[config.mk]
export PLATFORM = sky130hd
export DESIGN_NAME = target_follow_drive_controller_core
export DESIGN_NICKNAME = d
export VERILOG_FILES = /design/src/rtl/core/tfd_pkg.sv /design/src/rtl/core/target_follow_drive_controller_core.sv /design/src/rtl/core/tfd_csr.sv /design/src/rtl/core/tfd_pass.sv
export VERILOG_INCLUDE_DIRS = /design/src /design/src/rtl/core
export SDC_FILE = /design/constraint.sdc
export NUM_CORES = 1
export LEC_CHECK = 0
export BUFFER_PORTS_ARGS = -buffer_cell sky130_fd_sc_hd__buf_4
export CORE_ASPECT_RATIO = 1.4
export CORE_MARGIN = 2
export CORE_UTILIZATION = 52
export DETAILED_ROUTE_END_ITERATION = 8
export PLACE_DENSITY = 0.67
export SYNTH_ARGS = -nofsm -noshare
export SYNTH_HDL_FRONTEND = slang
export SYNTH_SLANG_ARGS = --single-unit
[constraint.sdc]
create_clock -name clock -period 13.8 [get_ports clock]
set_clock_uncertainty 0.05 [all_clocks]
set_input_delay 0 -clock clock [delete_from_list [all_inputs] [get_ports clock]]
set_output_delay 0 -clock clock [all_outputs]
set_load 0.01 [all_outputs]
[src/rtl/core/target_follow_drive_controller_core_assert.svh]
// Assertion macros for the target follow drive controller.
// Users must have signals named clock and reset in scope.
`ifndef TARGET_FOLLOW_DRIVE_CONTROLLER_CORE_ASSERT_SVH
`define TARGET_FOLLOW_DRIVE_CONTROLLER_CORE_ASSERT_SVH

// Condition a implies condition b in the same cycle.
`define TFD_ASSERT_SAME(label, a, b) \
   label: assert property (@(posedge clock) disable iff (reset) (a) |-> (b)) \
      else $error("assertion failed: a implies b");

// Condition a implies condition b in the following cycle.
`define TFD_ASSERT_NEXT(label, a, b) \
   label: assert property (@(posedge clock) disable iff (reset) (a) |=> (b)) \
      else $error("assertion failed: a implies b next cycle");

`endif

[src/rtl/core/tfd_pkg.sv]
// Shared types, codes and helpers for the target follow drive controller.
// No dependencies; every module of the block imports this package.
`timescale 1ns / 1ps

package tfd_pkg;

   typedef enum logic [2:0] {
      MODE_AHEAD      = 3'd0,
      MODE_RIGHT      = 3'd1,
      MODE_LOST_LEFT  = 3'd2,
      MODE_LOST_RIGHT = 3'd3,
      MODE_BUMPED     = 3'd4
   } mode_type;

   // Configuration register indexes.
   localparam logic [2:0] CSR_LEFT_NEUTRAL    = 3'd0;
   localparam logic [2:0] CSR_RIGHT_NEUTRAL   = 3'd1;
   localparam logic [2:0] CSR_LEFT_FWD_OFS    = 3'd2;
   localparam logic [2:0] CSR_RIGHT_FWD_OFS   = 3'd3;
   localparam logic [2:0] CSR_LEFT_REV_BASE   = 3'd4;
   localparam logic [2:0] CSR_RIGHT_REV_BASE  = 3'd5;
   localparam logic [2:0] CSR_FRONT_NEAR      = 3'd6;
   localparam logic [2:0] CSR_RIGHT_NEAR      = 3'd7;

   localparam int CSR_DATA_W = 16;
   localparam int CALC_W     = 19;

   localparam logic signed [10:0]       FWD_CENTER = 11'sd28;
   localparam logic signed [CALC_W-1:0] FWD_GAIN   = 19'sd60;
   localparam logic signed [CALC_W-1:0] CW_STEP    = 19'sd600;
   localparam logic signed [CALC_W-1:0] CCW_STEP   = 19'sd250;
   localparam logic signed [16:0]       TURN_LIMIT = 17'sd1;

   typedef struct packed {
      logic [15:0] left_neutral;
      logic [15:0] right_neutral;
      logic [11:0] left_forward_offset;
      logic [11:0] right_forward_offset;
      logic [11:0] left_reverse_base;
      logic [11:0] right_reverse_base;
      logic [8:0]  front_near_limit;
      logic [8:0]  right_near_limit;
   } cfg_type;

   typedef struct packed {
      logic               bump_left;
      logic               bump_right;
      logic signed [9:0]  front_distance;
      logic signed [9:0]  right_distance;
      logic signed [15:0] heading_deg;
   } req_type;

   typedef struct packed {
      logic               phase;
      mode_type           mode;
      logic signed [15:0] saved_heading;
   } state_type;

   typedef struct packed {
      mode_type    mode;
      logic        drive_phase;
      logic        pwm_update;
      logic [15:0] left_pwm;
      logic [15:0] right_pwm;
   } rsp_type;

   // Clamp a signed intermediate to the 16-bit compare range.
   function automatic logic [15:0] sat16(input logic signed [CALC_W-1:0] v);
      logic [15:0] r;
      if (v < 0) begin
         r = 16'd0;
      end else if (v > $signed({{(CALC_W-16){1'b0}}, 16'hFFFF})) begin
         r = 16'hFFFF;
      end else begin
         r = v[15:0];
      end
      return r;
   endfunction

endpackage

[src/rtl/core/target_follow_drive_controller_core.sv]
// Top level of the target follow drive controller: input register, pass logic,
// loop state and result register. Depends on tfd_pkg, tfd_csr and tfd_pass.
`timescale 1ns / 1ps

// Each request beat is one control-loop pass and gives exactly one response
// beat, registered first in the input register and then in the result register.
// A new beat is taken every cycle while the response side is not stalled: the
// beat in the input register is worked through the pass logic into the result
// register, and the loop state (phase, mode, saved heading) is updated on that
// same edge, so one pass per cycle is sustained. Configuration writes take
// effect on the next edge and should be made only while no beat is in flight.
module target_follow_drive_controller_core
   import tfd_pkg::*;
(
   input  logic                  clock,
   input  logic                  reset,
   input  logic                  req_valid,
   output logic                  req_ready,
   input  logic                  req_bump_left,
   input  logic                  req_bump_right,
   input  logic signed [9:0]     req_front_distance,
   input  logic signed [9:0]     req_right_distance,
   input  logic signed [15:0]    req_heading_deg,
   output logic                  rsp_valid,
   input  logic                  rsp_ready,
   output logic [2:0]            rsp_mode,
   output logic                  rsp_drive_phase,
   output logic                  rsp_pwm_update,
   output logic [15:0]           rsp_left_pwm,
   output logic [15:0]           rsp_right_pwm,
   input  logic                  csr_write_en,
   input  logic [2:0]            csr_index,
   input  logic [CSR_DATA_W-1:0] csr_wdata
);

`include "target_follow_drive_controller_core_assert.svh"

   cfg_type   cfg;
   req_type   req_in;
   req_type   s1_req_ff;
   logic      s1_valid_ff;
   logic      s1_valid_in;
   logic      s1_adv;
   state_type state_ff;
   state_type state_in;
   rsp_type   pass_rsp;
   rsp_type   rsp_ff;
   logic      rsp_valid_ff;
   logic      rsp_valid_in;
   logic      req_accept;
   logic      rsp_write;
   logic      rsp_ahead;
   logic      rsp_bumped;

   tfd_csr u_csr (
      .clock        (clock),
      .reset        (reset),
      .csr_write_en (csr_write_en),
      .csr_index    (csr_index),
      .csr_wdata    (csr_wdata),
      .cfg          (cfg)
   );

   tfd_pass u_pass (
      .cfg (cfg),
      .cur (state_ff),
      .req (s1_req_ff),
      .nxt (state_in),
      .rsp (pass_rsp)
   );

   always_comb begin
      req_in.bump_left      = req_bump_left;
      req_in.bump_right     = req_bump_right;
      req_in.front_distance = req_front_distance;
      req_in.right_distance = req_right_distance;
      req_in.heading_deg    = req_heading_deg;
   end

   // The input beat moves on whenever the result register is free or drains.
   assign s1_adv     = s1_valid_ff && (!rsp_valid_ff || rsp_ready);
   assign req_ready  = !s1_valid_ff || s1_adv;
   assign req_accept = req_valid && req_ready;

   assign s1_valid_in  = req_accept ? 1'b1 : (s1_adv ? 1'b0 : s1_valid_ff);
   assign rsp_valid_in = s1_adv ? 1'b1 : (rsp_ready ? 1'b0 : rsp_valid_ff);

   always_ff @(posedge clock) begin
      if (reset) begin
         s1_valid_ff            <= 1'b0;
         rsp_valid_ff           <= 1'b0;
         state_ff.phase         <= 1'b0;
         state_ff.mode          <= MODE_AHEAD;
         state_ff.saved_heading <= 16'sd0;
      end else begin
         s1_valid_ff  <= s1_valid_in;
         rsp_valid_ff <= rsp_valid_in;
         if (s1_adv) begin
            state_ff <= state_in;
         end
      end
   end

   always_ff @(posedge clock) begin
      if (req_accept) begin
         s1_req_ff <= req_in;
      end
      if (s1_adv) begin
         rsp_ff <= pass_rsp;
      end
   end

   assign rsp_valid       = rsp_valid_ff;
   assign rsp_mode        = rsp_ff.mode;
   assign rsp_drive_phase = rsp_ff.drive_phase;
   assign rsp_pwm_update  = rsp_ff.pwm_update;
   assign rsp_left_pwm    = rsp_ff.left_pwm;
   assign rsp_right_pwm   = rsp_ff.right_pwm;

   assign rsp_write  = rsp_valid_ff && rsp_ff.pwm_update;
   assign rsp_ahead  = (rsp_ff.mode == MODE_AHEAD);
   assign rsp_bumped = (rsp_ff.mode == MODE_BUMPED);

   // A forward-drive write always hands the loop back to the verify phase.
   `TFD_ASSERT_SAME(a_ahead_write_ends_drive, rsp_write && rsp_ahead, !rsp_ff.drive_phase)
   // A write that ends in verify comes only from forward drive or reverse.
   `TFD_ASSERT_SAME(a_write_to_verify_mode, rsp_write && !rsp_ff.drive_phase, rsp_ahead || rsp_bumped)
   // A beat held in the input register is not lost while the output stalls.
   `TFD_ASSERT_NEXT(a_s1_held_on_stall, s1_valid_ff && !s1_adv, s1_valid_ff)

endmodule

[src/rtl/core/tfd_csr.sv]
// Configuration registers of the target follow drive controller.
// Depends on tfd_pkg for the register indexes and the cfg_type struct.
`timescale 1ns / 1ps

module tfd_csr
   import tfd_pkg::*;
(
   input  logic                  clock,
   input  logic                  reset,
   input  logic                  csr_write_en,
   input  logic [2:0]            csr_index,
   input  logic [CSR_DATA_W-1:0] csr_wdata,
   output cfg_type               cfg
);

   cfg_type cfg_ff;
   cfg_type cfg_in;

   always_comb begin
      cfg_in = cfg_ff;
      if (csr_write_en) begin
         case (csr_index)
            CSR_LEFT_NEUTRAL:   cfg_in.left_neutral         = csr_wdata[15:0];
            CSR_RIGHT_NEUTRAL:  cfg_in.right_neutral        = csr_wdata[15:0];
            CSR_LEFT_FWD_OFS:   cfg_in.left_forward_offset  = csr_wdata[11:0];
            CSR_RIGHT_FWD_OFS:  cfg_in.right_forward_offset = csr_wdata[11:0];
            CSR_LEFT_REV_BASE:  cfg_in.left_reverse_base    = csr_wdata[11:0];
            CSR_RIGHT_REV_BASE: cfg_in.right_reverse_base   = csr_wdata[11:0];
            CSR_FRONT_NEAR:     cfg_in.front_near_limit     = csr_wdata[8:0];
            CSR_RIGHT_NEAR:     cfg_in.right_near_limit     = csr_wdata[8:0];
            default:            cfg_in = cfg_ff;
         endcase
      end
   end

   always_ff @(posedge clock) begin
      if (reset) begin
         cfg_ff.left_neutral         <= 16'd4700;
         cfg_ff.right_neutral        <= 16'd4800;
         cfg_ff.left_forward_offset  <= 12'd600;
         cfg_ff.right_forward_offset <= 12'd250;
         cfg_ff.left_reverse_base    <= 12'd300;
         cfg_ff.right_reverse_base   <= 12'd600;
         cfg_ff.front_near_limit     <= 9'd40;
         cfg_ff.right_near_limit     <= 9'd43;
      end else begin
         cfg_ff <= cfg_in;
      end
   end

   assign cfg = cfg_ff;

endmodule

[src/rtl/core/tfd_pass.sv]
// One control-loop pass: mode decision on verify, PWM compares on drive.
// Purely combinational; depends on tfd_pkg for types and constants.
`timescale 1ns / 1ps

module tfd_pass
   import tfd_pkg::*;
(
   input  cfg_type   cfg,
   input  state_type cur,
   input  req_type   req,
   output state_type nxt,
   output rsp_type   rsp
);

   logic                     front_near;
   logic                     right_near;
   logic signed [16:0]       head_diff;
   logic                     turned;
   logic signed [10:0]       front_ofs;
   logic signed [CALC_W-1:0] term;
   logic signed [CALC_W-1:0] ln;
   logic signed [CALC_W-1:0] rn;
   logic [13:0]              lrb3;
   logic [13:0]              rrb3;
   logic signed [CALC_W-1:0] rev_right;
   logic signed [CALC_W-1:0] lp;
   logic signed [CALC_W-1:0] rp;
   logic                     upd;

   assign front_near = $signed({req.front_distance[9], req.front_distance})
                       < $signed({2'b00, cfg.front_near_limit});
   assign right_near = $signed({req.right_distance[9], req.right_distance})
                       < $signed({2'b00, cfg.right_near_limit});

   assign head_diff = $signed({cur.saved_heading[15], cur.saved_heading})
                      - $signed({req.heading_deg[15], req.heading_deg});
   assign turned    = (head_diff > TURN_LIMIT) || (head_diff < -TURN_LIMIT);

   assign front_ofs = $signed({req.front_distance[9], req.front_distance}) - FWD_CENTER;
   assign term      = $signed({{(CALC_W-11){front_ofs[10]}}, front_ofs}) * FWD_GAIN;

   assign ln = $signed({{(CALC_W-16){1'b0}}, cfg.left_neutral});
   assign rn = $signed({{(CALC_W-16){1'b0}}, cfg.right_neutral});

   // Three times the reverse base; halving it afterward truncates the 1.5 factor.
   assign lrb3 = {2'b00, cfg.left_reverse_base} + {1'b0, cfg.left_reverse_base, 1'b0};
   assign rrb3 = {2'b00, cfg.right_reverse_base} + {1'b0, cfg.right_reverse_base, 1'b0};
   assign rev_right = (rn <<< 1) - $signed({{(CALC_W-14){1'b0}}, rrb3});

   always_comb begin
      nxt = cur;
      upd = 1'b0;
      lp  = '0;
      rp  = '0;
      if (!cur.phase) begin
         if (req.bump_left || req.bump_right) begin
            nxt.mode = MODE_BUMPED;
         end else begin
            if (front_near) begin
               nxt.mode = MODE_AHEAD;
            end else if (right_near) begin
               nxt.mode = MODE_RIGHT;
            end else if (cur.mode == MODE_AHEAD) begin
               nxt.mode = MODE_LOST_LEFT;
            end else if (cur.mode == MODE_RIGHT) begin
               nxt.mode = MODE_LOST_RIGHT;
            end
            nxt.saved_heading = req.heading_deg;
            nxt.phase         = 1'b1;
         end
      end else begin
         case (cur.mode)
            MODE_AHEAD: begin
               lp = ln - $signed({{(CALC_W-12){1'b0}}, cfg.left_forward_offset}) - term;
               rp = rn + $signed({{(CALC_W-12){1'b0}}, cfg.right_forward_offset}) + term;
               upd = 1'b1;
               nxt.phase = 1'b0;
            end
            MODE_RIGHT, MODE_LOST_RIGHT: begin
               if (turned) begin
                  nxt.phase = 1'b0;
               end else begin
                  lp  = ln - CW_STEP;
                  rp  = rn - CW_STEP;
                  upd = 1'b1;
               end
            end
            MODE_LOST_LEFT: begin
               if (turned) begin
                  nxt.phase = 1'b0;
               end else begin
                  lp  = ln + CCW_STEP;
                  rp  = rn + CCW_STEP;
                  upd = 1'b1;
               end
            end
            MODE_BUMPED: begin
               lp = ln + $signed({{(CALC_W-13){1'b0}}, lrb3[13:1]});
               rp = (rev_right <= 0) ? '0 : (rev_right >>> 1);
               upd = 1'b1;
               nxt.phase = 1'b0;
            end
            default: begin
               upd = 1'b0;
            end
         endcase
      end
   end

   always_comb begin
      rsp.mode        = nxt.mode;
      rsp.drive_phase = nxt.phase;
      rsp.pwm_update  = upd;
      rsp.left_pwm    = upd ? sat16(lp) : 16'd0;
      rsp.right_pwm   = upd ? sat16(rp) : 16'd0;
   end

endmodule
==> run metrics <==
pin count of the biggest net entering global routing=77; post-synthesis sequential area ratio=~29%; DRC Markers=0; htree depth=4; Yosys top cell area share=roughly 15%; static leakage=a little under 8 nW; Rows=76; Hold Crit Class=primary input to flop; PwrDens=159 nW/um2; share of cells above drive strength 1=a little under a tenth; post-synthesis adder-cell area fraction=around 17%; CP Data Required Time=about 14 ns; antenna violations before repair=0; Starting DRT DRC Count=around 1000; crit path max-delay cell type=xnor2_1; vias in the first global route=between 10000 and 15000; gp weighted congestion=around 0.9; drt via density=around 6; critical path startpoint=s1_req_ff[32]$_DFFE_PP_; Starting Density=between 50 and 60%; CTS max path bufs=2; remaining antenna violation count=0; Tcrit/Tclk final=47.6%; # fillers=between 2000 and 3000; synthesized instance count=around 2000; DP HPWL=33300 um; Worst-path clk slew=roughly 0.070 ns; Ports=about 100; syn nets=between 2000 and 2500; Area Overhead vs Synth=13.2%; DR vias=between 10000 and 15000; #FFs+latches synth=195; Max stage delay on crit path=a little over 0.6 ns; Simple-Gate Fraction of Synth Area=18.5%; Util after Layout=slightly below 60%; Synth top cells by count=nand2_1 (292), a21oi_1 (182), ha_1 (163); all-layer global routing usage=a little over a quarter; clock tree from TritonCTS=done; worst path arrival time=around 6.7 ns; CORE AREA=30700 um2; Critical Path Stages=22; most numerous cell in the Yosys netlist=nand2_1; critical path capture point=rsp_left_pwm[5]$_SDFFCE_PP0P_; Nets=between 2000 and 2500; sequential standard cell area=~4700 um2; Sum Neg Setup Slack=0 ns; fmax=approximately 0.15 GHz; Hold WS=roughly 0.025 ns; WL/cell=between 15 and 20 um; Hold Fails Final Rpt=0; Setup Crit Path Kind=flop to flop; CP max FO=16; CTS resizes=0; status=finished clean; number of diodes=0; compound-gate portion of the synthesized area=between 20% and 30%; worst ir drop on vdd=between 0.1 and 0.15 mV; r2r startpoint=s1_req_ff[32]$_DFFE_PP_; total congestion overflow=0; Slew Limit Fails=0; critical path's top delay family=adder cells; worst slew pin tran=approximately 1.3 ns; total CTS buffers=17; fraction of registers with async set or reset after synthesis=0%; Total Wirelength=between 40000 and 50000 um; DIE AREA=between 30000 and 40000 um2; Worst Setup End Kind=flop; Register-to-Register Setup Slack=7.23 ns; Syn Area/Cell=a little over 8 um2; post-synthesis xor/xnor area fraction=6.86%; die width=153 um; Mapped Area=between 15000 and 20000 um2; worst path bufs/invs=4; max cap viols=0; Netlist cell types=97; Final Critical Period=6.57 ns; relative slew slack=between 10% and 20%; Multi-input gate area=~11000 um2; top post-synthesis cells by area=dfxtp_1 (15%), edfxtp_1 (14%), ha_1 (13%); total number of yosys warnings=0; first-pass GRT wire length=slightly below 70000 um; mux cell area share after synthesis=0.317%; Synth area leader=dfxtp_1; CTS Root Cell=clkbuf_16; die height=about 210 um; Post-synth EDFFs=75; RSZ-0062 raised after global routing=false; Post-CTS Setup Bufs=0; clk_lat worst skew=between 0.4 and 0.5 ns; main combinational cell family by area after synthesis=compound AO/OA/AOI/OAI gates; total power=between 0.002 and 0.003 W; I/O Buffers=100; Setup Viol. Count Final=0; ys flop type=dfxtp_1; cells along the critical path=nor3_1 -> and2_1 -> xnor2_1 -> inv_1 -> ha_1 -> inv_1 -> fa_1 -> fa_1 -> inv_1 -> ha_1 -> a21o_1 -> a22o_1 -> o31a_1 -> nor2_1 -> o31ai_1 -> xnor2_1 -> ha_1 -> inv_1 -> or3_1 -> mux2i_1 -> nor3_4 -> a31oi_1; R2R depth=22; crit path launch type=flop; clk sink count=a little under 200; most used cell, CP=inv_1; Detailed Routing Iterations Pass 1=6; worst flop-to-flop path endpoint=rsp_left_pwm[5]$_SDFFCE_PP0P_
-- cells by family (layout without fill, tap and decap cells) --
logic type,Yosys count,count (layout)
compound gates,557,557
mux,5,5
fa+ha+maj,197,197
buf+inv,232,354
flops,195,195
xor+xnor,125,125
simple gates,644,644
-- how the worst min path moves through the flow --
stage,startpoint,endpoint,slack [ns],cells after the start
6_report,csr_index[1],u_csr.cfg[34]$_SDFFE_PP0P_,0.03,5
5_1_grt,csr_index[1],u_csr.cfg[34]$_SDFFE_PP0P_,0.06,5
4_1_cts,csr_index[1],u_csr.cfg[34]$_SDFFE_PP0P_,0.006,5
3_5_place_dp,req_right_distance[0],s1_req_ff[16]$_DFFE_PP_,0.13,1
3_3_place_gp,req_front_distance[9],s1_req_ff[35]$_DFFE_PP_,0.13,1
2_1_floorplan,req_heading_deg[0],s1_req_ff[0]$_DFFE_PP_,0.05,0
-- state kept, by name (all words and copies together) (netlist names) --
register	flops
rsp_right_pwm	16
rsp_valid	1
rsp_left_pwm	16
rsp_pwm_update	1
u_csr.cfg	98
rsp_mode	3
s1_req_ff	38
rsp_drive_phase	1
state_ff	20
s1_valid_ff	1
-- final cells by class --
cell class                      instances  share of cell area [%]
Inverter                              150                    3.08
Tap cell                              390                    2.67
Timing Repair Buffer                  172                    7.86
Sequential cell                       195                    25.4
Clock inverter                         14                   0.704
Clock buffer                           18                    2.34
Multi-Input combinational cell       1528                    57.9
-- power breakdown --
| group | switching, W | internal [W] | leakage (nW) |
|---|---|---|---|
| clock | 0.000243 | 0.000252 | 0.282 |
| combinational | 0.00105 | 0.000726 | 5.71 |
| sequential | 0.0000177 | 0.000621 | 1.71 |
-- per-layer routing --
metal  wire, um  vias to the layer above  GRT usage [%]
li1           -                     7202              -
met1      18000                     6825           31.6
met2      21600                      465           48.2
met3       2220                       96           3.44
met4       1840                        0           12.6
met5          0                        -              0
-- through the flow --
step | instance area [um2] | instances | setup WS [ns]
after global routing | 18300 | 2467 | 6.70
after CTS | 18300 | 2467 | 7.25
final | 18300 | 2467 | 7.23
after detailed placement | 17200 | 2376 | 7.29
after floorplan | 16200 | 1955 | 8.01
after global placement | 17200 | 2376 | 7.37
-- what timing repair did --
item | CTS | global route
setup endpoints to repair | 0 | 0
hold buffers | 59 | 0
hold endpoints to repair | 146 | 0
-- worst min-delay path, stage by stage --
cell and delay, ns:
buf_4 0.14, nor3_1 0.06, buf_4 0.17, nand2_1 0.07, a21oi_1 0.05
-- layout by cell type, fill, tap and decap left out, types with 30 or more instances in the layout --
cell	n
nand2_1	292
a21oi_1	182
ha_1	163
inv_1	150
nor2_1	130
dfxtp_1	120
buf_4	113
xnor2_1	86
edfxtp_1	75
o21ai_0	64
dlygate4sd3_1	59
a21o_1	47
nor3_1	41
xor2_1	38
a31oi_1	37
fa_1	30
Power figures use the tool's default switching activity.
